[config.mk]
export PLATFORM = sky130hd
export DESIGN_NAME = sha1_message_digest
export DESIGN_NICKNAME = d
export VERILOG_FILES = /design/src/sv/sha1md_pkg.sv /design/src/sv/sha1_message_digest.sv
export SDC_FILE = /design/constraint.sdc
export NUM_CORES = 2
export LEC_CHECK = 0
export ABC_CLOCK_PERIOD_IN_PS = 24500
export BUFFER_PORTS_ARGS = -buffer_cell sky130_fd_sc_hd__buf_2
export CORE_ASPECT_RATIO = 1.4
export CORE_MARGIN = 3
export CORE_UTILIZATION = 36
export CTS_CLUSTER_DIAMETER = 40
export DETAILED_ROUTE_END_ITERATION = 16
export GPL_TIMING_DRIVEN = 0
export HOLD_SLACK_MARGIN = 0.02
export PLACE_DENSITY_LB_ADDON = 0.12
export SLEW_MARGIN = 20
export SYNTH_ARGS = -nofsm -noshare
export SYNTH_HDL_FRONTEND = slang
export SYNTH_SLANG_ARGS = --single-unit
[constraint.sdc]
create_clock -name clk -period 24.5 [get_ports clk]
set_clock_uncertainty 0.1 [all_clocks]
set_input_delay 4.9 -clock clk [delete_from_list [all_inputs] [get_ports clk]]
set_output_delay 4.9 -clock clk [all_outputs]
set_load 0.01 [all_outputs]
[src/sv/sha1md_pkg.sv]
package sha1md_pkg;

  localparam logic [1:0] OP_BYTE    = 2'd0;
  localparam logic [1:0] OP_FINISH  = 2'd1;
  localparam logic [1:0] OP_RESTART = 2'd2;

  localparam logic [1:0] STATUS_OK           = 2'd0;
  localparam logic [1:0] STATUS_OVERFLOW     = 2'd1;
  localparam logic [1:0] STATUS_AFTER_FINISH = 2'd2;

  localparam logic [7:0] PAD_BYTE = 8'h80;

  typedef struct packed {
    logic [1:0] op;
    logic [7:0] data_byte;
  } in_item_t;

  typedef struct packed {
    logic [31:0] digest_word;
    logic [2:0]  word_index;
    logic        last;
    logic [1:0]  status;
  } out_item_t;

  function automatic logic [31:0] init_chain(input logic [2:0] idx);
    logic [31:0] v;
    case (idx)
      3'd0:    v = 32'h67452301;
      3'd1:    v = 32'hEFCDAB89;
      3'd2:    v = 32'h98BADCFE;
      3'd3:    v = 32'h10325476;
      default: v = 32'hC3D2E1F0;
    endcase
    return v;
  endfunction

  function automatic logic [31:0] round_k(input logic [6:0] t);
    logic [31:0] v;
    if (t < 7'd20) begin
      v = 32'h5A827999;
    end else if (t < 7'd40) begin
      v = 32'h6ED9EBA1;
    end else if (t < 7'd60) begin
      v = 32'h8F1BBCDC;
    end else begin
      v = 32'hCA62C1D6;
    end
    return v;
  endfunction

  function automatic logic [31:0] round_f(input logic [6:0] t, input logic [31:0] b,
                                          input logic [31:0] c, input logic [31:0] d);
    logic [31:0] v;
    if (t < 7'd20) begin
      v = (b & c) | (~b & d);
    end else if (t >= 7'd40 && t < 7'd60) begin
      v = (b & c) | (b & d) | (c & d);
    end else begin
      v = b ^ c ^ d;
    end
    return v;
  endfunction

endpackage

[src/sv/sha1_message_digest.sv]
// SHA-1 digest engine.
// Input channel (in_valid/in_stall/in_data): one item per operation: a message
// byte, finish, or restart. Output channel (out_valid/out_stall/out_data): five
// digest words per finish, word 0 first, the fifth marked last.
// Every 64th byte starts a compression (one read prefetch, 80 rounds at one
// per cycle, one chaining add), during which in_stall is high. The block words
// sit in a 16 x 32 memory with one write port and one read port, whose
// registered read feeds the rounds.
// Finish feeds the padding bytes one per cycle through the same byte path
// (up to 72 bytes, one or two compressions), then hands out the five words,
// one per cycle while the receiver does not stall. A stalled word holds in the
// output register and the engine waits. A finish after an error or after a
// completed digest emits at once. Reset and restart load the initial chaining
// values and clear the counters and status; the block memory is not cleared.
module sha1_message_digest (
  input  logic                 clk,
  input  logic                 rst_n,
  input  logic                 in_valid,
  output logic                 in_stall,
  input  sha1md_pkg::in_item_t in_data,
  output logic                 out_valid,
  input  logic                 out_stall,
  output sha1md_pkg::out_item_t out_data
);
  import sha1md_pkg::*;

  localparam logic [2:0] ST_IDLE = 3'd0;
  localparam logic [2:0] ST_PAD  = 3'd1;
  localparam logic [2:0] ST_PRE  = 3'd2;
  localparam logic [2:0] ST_RND  = 3'd3;
  localparam logic [2:0] ST_ADD  = 3'd4;
  localparam logic [2:0] ST_EMIT = 3'd5;

  logic [2:0]  state_r, state_nxt;
  logic [5:0]  fill_r, fill_nxt;
  logic [63:0] bits_r, bits_nxt;
  logic        done_r, done_nxt;
  logic [1:0]  err_r, err_nxt;
  logic        pad_r, pad_nxt;
  logic        first_r, first_nxt;
  logic        ok_r, ok_nxt;
  logic [63:0] len_r, len_nxt;
  logic [23:0] acc_r, acc_nxt;
  logic [6:0]  rnd_r, rnd_nxt;
  logic [2:0]  idx_r, idx_nxt;
  logic [31:0] chain_r [5];
  logic [31:0] a_r, b_r, c_r, d_r, e_r;
  logic [31:0] win_r [16];
  logic        out_valid_r;
  out_item_t   out_r;

  logic [31:0] mem [16];
  logic [31:0] rdata_r;
  logic        mem_we;
  logic [3:0]  mem_raddr;

  logic        in_acc;
  logic        byte_we;
  logic [7:0]  byte_val;
  logic        out_free;
  logic [31:0] w_cur, tmp;

  assign in_stall  = (state_r != ST_IDLE);
  assign in_acc    = in_valid && !in_stall;
  assign out_free  = !out_valid_r || !out_stall;
  assign out_valid = out_valid_r;
  assign out_data  = out_r;

  // Pick the byte source: the input port or the padding sequencer
  always_comb begin
    byte_we  = 1'b0;
    byte_val = in_data.data_byte;
    if (in_acc && in_data.op == OP_BYTE && !done_r && err_r == STATUS_OK) begin
      byte_we = 1'b1;
    end else if (state_r == ST_PAD) begin
      byte_we = 1'b1;
      if (first_r) begin
        byte_val = PAD_BYTE;
      end else if (ok_r && fill_r >= 6'd56) begin
        byte_val = len_r[63:56];
      end else begin
        byte_val = 8'h00;
      end
    end
  end

  assign mem_we    = byte_we && (fill_r[1:0] == 2'b11);
  assign mem_raddr = (state_r == ST_PRE) ? 4'd0 : (rnd_r[3:0] + 4'd1);

  // Block word memory
  always_ff @(posedge clk) begin
    if (mem_we) begin
      mem[fill_r[5:2]] <= {acc_r, byte_val};
    end
    rdata_r <= mem[mem_raddr];
  end

  // Round datapath
  always_comb begin
    if (rnd_r < 7'd16) begin
      w_cur = rdata_r;
    end else begin
      w_cur = win_r[13] ^ win_r[8] ^ win_r[2] ^ win_r[0];
      w_cur = {w_cur[30:0], w_cur[31]};
    end
    tmp = {a_r[26:0], a_r[31:27]} + round_f(rnd_r, b_r, c_r, d_r) + e_r + w_cur
          + round_k(rnd_r);
  end

  // Control sequencing
  always_comb begin
    state_nxt = state_r;
    fill_nxt  = fill_r;
    bits_nxt  = bits_r;
    done_nxt  = done_r;
    err_nxt   = err_r;
    pad_nxt   = pad_r;
    first_nxt = first_r;
    ok_nxt    = ok_r;
    len_nxt   = len_r;
    acc_nxt   = acc_r;
    rnd_nxt   = rnd_r;
    idx_nxt   = idx_r;

    if (byte_we) begin
      acc_nxt  = {acc_r[15:0], byte_val};
      fill_nxt = fill_r + 6'd1;
      if (state_r == ST_PAD) begin
        if (first_r) begin
          ok_nxt = (fill_r < 6'd56);
        end else if (ok_r && fill_r >= 6'd56) begin
          len_nxt = {len_r[55:0], 8'h00};
        end
        first_nxt = 1'b0;
      end else begin
        bits_nxt = bits_r + 64'd8;
        if (bits_nxt == 64'd0) begin
          err_nxt = STATUS_OVERFLOW;
        end
      end
      if (fill_r == 6'd63) begin
        state_nxt = ST_PRE;
      end
    end

    case (state_r)
      ST_IDLE: begin
        if (in_acc) begin
          case (in_data.op)
            OP_BYTE: begin
              if (done_r) begin
                err_nxt = STATUS_AFTER_FINISH;
              end
            end
            OP_FINISH: begin
              idx_nxt = 3'd0;
              if (err_r == STATUS_OK && !done_r) begin
                pad_nxt   = 1'b1;
                first_nxt = 1'b1;
                len_nxt   = bits_r;
                state_nxt = ST_PAD;
              end else begin
                state_nxt = ST_EMIT;
              end
            end
            OP_RESTART: begin
              fill_nxt = 6'd0;
              bits_nxt = 64'd0;
              done_nxt = 1'b0;
              err_nxt  = STATUS_OK;
            end
            default: begin
            end
          endcase
        end
      end
      ST_PAD: begin
      end
      ST_PRE: begin
        rnd_nxt   = 7'd0;
        state_nxt = ST_RND;
      end
      ST_RND: begin
        rnd_nxt = rnd_r + 7'd1;
        if (rnd_r == 7'd79) begin
          state_nxt = ST_ADD;
        end
      end
      ST_ADD: begin
        if (!pad_r) begin
          state_nxt = ST_IDLE;
        end else if (ok_r) begin
          pad_nxt   = 1'b0;
          done_nxt  = 1'b1;
          bits_nxt  = 64'd0;
          fill_nxt  = 6'd0;
          state_nxt = ST_EMIT;
        end else begin
          ok_nxt    = 1'b1;
          state_nxt = ST_PAD;
        end
      end
      ST_EMIT: begin
        if (out_free) begin
          idx_nxt = idx_r + 3'd1;
          if (idx_r == 3'd4) begin
            state_nxt = ST_IDLE;
          end
        end
      end
      default: begin
        state_nxt = ST_IDLE;
      end
    endcase
  end

  // Control registers
  always_ff @(posedge clk) begin
    if (!rst_n) begin
      state_r     <= ST_IDLE;
      fill_r      <= 6'd0;
      bits_r      <= 64'd0;
      done_r      <= 1'b0;
      err_r       <= STATUS_OK;
      pad_r       <= 1'b0;
      first_r     <= 1'b0;
      ok_r        <= 1'b0;
      rnd_r       <= 7'd0;
      idx_r       <= 3'd0;
      out_valid_r <= 1'b0;
    end else begin
      state_r <= state_nxt;
      fill_r  <= fill_nxt;
      bits_r  <= bits_nxt;
      done_r  <= done_nxt;
      err_r   <= err_nxt;
      pad_r   <= pad_nxt;
      first_r <= first_nxt;
      ok_r    <= ok_nxt;
      rnd_r   <= rnd_nxt;
      idx_r   <= idx_nxt;
      if (state_r == ST_EMIT && out_free) begin
        out_valid_r <= 1'b1;
      end else if (!out_stall) begin
        out_valid_r <= 1'b0;
      end
    end
  end

  // Payload: byte assembly, length, working vars, schedule window, output
  always_ff @(posedge clk) begin
    acc_r <= acc_nxt;
    len_r <= len_nxt;
    if (state_r == ST_PRE) begin
      a_r <= chain_r[0];
      b_r <= chain_r[1];
      c_r <= chain_r[2];
      d_r <= chain_r[3];
      e_r <= chain_r[4];
    end else if (state_r == ST_RND) begin
      a_r <= tmp;
      b_r <= a_r;
      c_r <= {b_r[1:0], b_r[31:2]};
      d_r <= c_r;
      e_r <= d_r;
      for (int i = 0; i < 15; i++) begin
        win_r[i] <= win_r[i+1];
      end
      win_r[15] <= w_cur;
    end
    if (state_r == ST_EMIT && out_free) begin
      out_r.digest_word <= (err_r != STATUS_OK) ? 32'd0 : chain_r[idx_r];
      out_r.word_index  <= idx_r;
      out_r.last        <= (idx_r == 3'd4);
      out_r.status      <= err_r;
    end
  end

  // Chaining words
  always_ff @(posedge clk) begin
    if (!rst_n || (in_acc && in_data.op == OP_RESTART)) begin
      for (int i = 0; i < 5; i++) begin
        chain_r[i] <= init_chain(3'(i));
      end
    end else if (state_r == ST_ADD) begin
      chain_r[0] <= chain_r[0] + a_r;
      chain_r[1] <= chain_r[1] + b_r;
      chain_r[2] <= chain_r[2] + c_r;
      chain_r[3] <= chain_r[3] + d_r;
      chain_r[4] <= chain_r[4] + e_r;
    end
  end

`ifndef SYNTH
  a_rnd_range: assert property (@(posedge clk) disable iff (!rst_n)
    state_r == ST_RND |-> rnd_r <= 7'd79)
    else $error("round counter out of range");
  a_last_idx: assert property (@(posedge clk) disable iff (!rst_n)
    out_valid_r && out_r.last |-> out_r.word_index == 3'd4)
    else $error("last word has wrong index");
  a_err_zero: assert property (@(posedge clk) disable iff (!rst_n)
    out_valid_r && out_r.status != STATUS_OK |-> out_r.digest_word == 32'd0)
    else $error("digest word not zero on error");
  a_pad_end: assert property (@(posedge clk) disable iff (!rst_n)
    state_r == ST_ADD && pad_r && ok_r |-> fill_r == 6'd0)
    else $error("final block not full");
`endif

endmodule

==> metrics <==
I/O Buffers=53; Yosys reg bits=1,589; Mapped Avg Cell Area=12.8 um^2; row count=195; Slew headroom=20.6%; CP startpoint kind=input port; Syn. warnings=0; CTS max path bufs=4; net count after synthesis=6,081; fin. max-slew vios=0; largest net degree at the start of global routing=102; clock latency on the worst-skew pair=880 ps; reg2reg start=rnd_r[4]$_SDFFE_PN0P_; initial DRC count=3,854; LEAKAGE=0.0293 uW; Post-DP Area=0.0778 mm^2; Final WS setup=16,300 ps; first-pass GRT wire length=327 mm; Final Hold Fails=0; overall routed net length=225 mm; first-pass detailed-route iteration total=6; cts repair resizes=0; register area share after synthesis=62.7%; dpl cells=8,501; max cap viols=0; postcts setup bufs=0; CTS tree=yes; Post-Syn Area=0.0732 mm^2; H-tree depth=4; RSZ-0062 raised after global routing=no; initial core utilization=36.2%; Remaining Overflow, GRT=0; total power=6230 uW; CP endpoint kind=flip-flop; number of synthesized flops with an enable pin=1,406; hold-fix buffers at CTS=0; minimum clock period=8200 ps; Clock transition at path regs=60 ps; clock sinks=1,589; setup TNS=0 ps; outcome=finished clean; leading area contributor after synthesis=edfxtp_1; hpwl dp=164 mm; Tcrit/Tclk final=33.5%; core box area=0.202 mm^2; Peak VDD IR=0.0000525 V; Post-Syn Instances=5,742; Routed Antenna Nets=0; Peak Freq=122 MHz; crit path max fanout=10; Synth cell types=85; Power Density=73.3 mW/mm^2; share of synthesized flip-flops with an asynchronous set or reset=0%; Hold Crit Class=flip-flop to flip-flop; vias in the first global route=47,146; r2r setup slk=17,010 ps; initial antenna violation count=14; Final Cell Area=0.0850 mm^2; worst-margin pin slew=1190 ps; Chip Height=540 um; DR vias/cell=5.30; nets@finish=6,398; CTS root buf=clkbuf_16; share of cells above drive strength 1=9.96%; CTS Buf Count=215; Worst Setup SP=in_valid; Post-Layout Cell Count=8,892; Critical Path AT=8650 ps; Die ar.=0.209 mm^2; R2R cell count=21; critical path class=input port to flip-flop; top cell type's share of synthesized area=57.7%; number of remaining DRC errors=0; area grow syn2layout=16.0%; CP Data Required Time=24,940 ps; Avg WL per Cell=25.3 um; vias=47,170; I/O pins=54; Die X=387 um; GPL Wtd Cong=0.917; ranking of synthesized cells by area=edfxtp_1, dfxtp_1, nand2_1; Post-Place Worst Slack=15,380 ps; Overall Global Routing Usage=21.2%; FF-to-FF End=a_r[28]$_DFFE_PP_; critical path endpoint=mem[0][29]$_DFFE_PP_; final setup fails=0; leading register cell type out of synthesis=edfxtp_1
[registers in the layout (all words and copies together) (netlist names)]
| register | flops |
|---|---|
| d_r | 32 |
| len_r | 64 |
| ok_r | 1 |
| chain_r | 160 |
| idx_r | 3 |
| bits_r | 61 |
| out_data | 38 |
| rnd_r | 7 |
| mem | 512 |
| a_r | 32 |
| err_r | 2 |
| pad_r | 1 |
| c_r | 32 |
| state_r | 3 |
| e_r | 32 |
| win_r | 512 |
| out_valid | 1 |
| done_r | 1 |
| rdata_r | 32 |
| b_r | 32 |
| acc_r | 24 |
| first_r | 1 |
| fill_r | 6 |
[worst min-delay path by stage]
stage,start,end,depth (start not counted)
after detailed placement,win_r[0][210]$_DFFE_PP_,win_r[0][178]$_DFFE_PP_,0
after floorplan,win_r[0][32]$_DFFE_PP_,win_r[0][0]$_DFFE_PP_,0
after global placement,win_r[1][255]$_DFFE_PP_,win_r[1][223]$_DFFE_PP_,0
final,win_r[0][207]$_DFFE_PP_,win_r[0][175]$_DFFE_PP_,0
after global routing,win_r[0][207]$_DFFE_PP_,win_r[0][175]$_DFFE_PP_,0
after CTS,win_r[1][79]$_DFFE_PP_,win_r[1][47]$_DFFE_PP_,0
[critical path, cell delays in order]
cell and delay (ps):
buf_2 130, or4b_2 670, nor2_1 240, nand3_1 210
clkbuf_1 430, nand2_2 370, nand2_1 160, or3_1 530
nor3_2 440, buf_4 250, buf_6 160, buf_6 150
[final cells by class]
type                       instances  area [um^2]
fill                           18974       117000
antenna                            6         15.0
inverter                         290         1100
clock inverter                   133         1440
clock buffer                     252         5700
sequential                      1589        45900
buffer                           257         1190
timing repair buffer             100         1070
multi-input combinational       3606        25300
tap                             2659         3330
[per-stage QoR]
step | util [%] | hold WS (ps)
CTS | 42.1 | 231
global route | 42.1 | 229
finish | 42.1 | 241
detailed placement | 38.5 | 305
global placement | 38.0 | 301
floorplan | - | 300
[power by group]
| part | switching (uW) | total [uW] | internal, uW |
|---|---|---|---|
| combinational | 79.3 | 120 | 40.9 |
| sequential | 26.1 | 2970 | 2940 |
| clock | 1250 | 3140 | 1890 |
[synthesized netlist by cell type, types with 44 or more instances]
| library cell | instances |
|---|---|
| nor2b_1 | 58 |
| clkbuf_1 | 201 |
| edfxtp_1 | 1406 |
| xnor2_1 | 198 |
| o21a_1 | 59 |
| a31oi_1 | 47 |
| inv_1 | 288 |
| mux4_2 | 64 |
| dfxtp_1 | 183 |
| ha_1 | 200 |
| a21o_1 | 80 |
| mux2i_1 | 149 |
| o21ai_0 | 288 |
| xor2_1 | 119 |
| fa_1 | 125 |
| a21oi_1 | 209 |
| nor2_1 | 317 |
| a211oi_1 | 49 |
| nand3_1 | 159 |
| and3_1 | 44 |
| nor3_1 | 96 |
| nand2_1 | 823 |
[cell families (layout without fill, tap and decap cells)]
family,count (synthesis),after routing,share of synthesized area [%]
AND/OR/NAND/NOR,1705,1705,10.4
flip-flops,1589,1589,62.7
AO/OA/AOI/OAI,1040,1040,9.15
buffers and inverters,547,1032,3.08
adder cells (fa/ha/maj),325,325,6.83
XOR/XNOR,317,317,3.79
multiplexers,219,219,4.10
other,0,6,0
[metal layers]
metal	up-vias	global-route usage (%)	wire (um)
met2	1311	37.4	114000
li1	21712	-	-
met5	-	0	28
met3	394	3.06	10500
met4	6	8.38	9690
met1	23747	26.0	90500
[layout by cell type (no fill, tap or decap), types with 39 or more instances in the layout]
| master | instances |
|---|---|
| buf_2 | 64 |
| edfxtp_1 | 1406 |
| nor3_1 | 91 |
| nand2_1 | 821 |
| a211oi_1 | 49 |
| mux2i_1 | 149 |
| xor2_1 | 119 |
| nand3_1 | 159 |
| inv_1 | 286 |
| nor2_1 | 304 |
| a21oi_1 | 208 |
| a31oi_1 | 47 |
| nor2b_1 | 58 |
| o21a_1 | 59 |
| dfxtp_1 | 183 |
| nand4_1 | 39 |
| mux4_2 | 64 |
| a21o_1 | 80 |
| o22ai_1 | 39 |
| ha_1 | 200 |
| o21ai_0 | 285 |
| and3_1 | 44 |
| xnor2_1 | 198 |
| clkbuf_1 | 213 |
| fa_1 | 125 |
| clkbuf_16 | 220 |
Note: power is estimated with default switching activity, not from simulation.
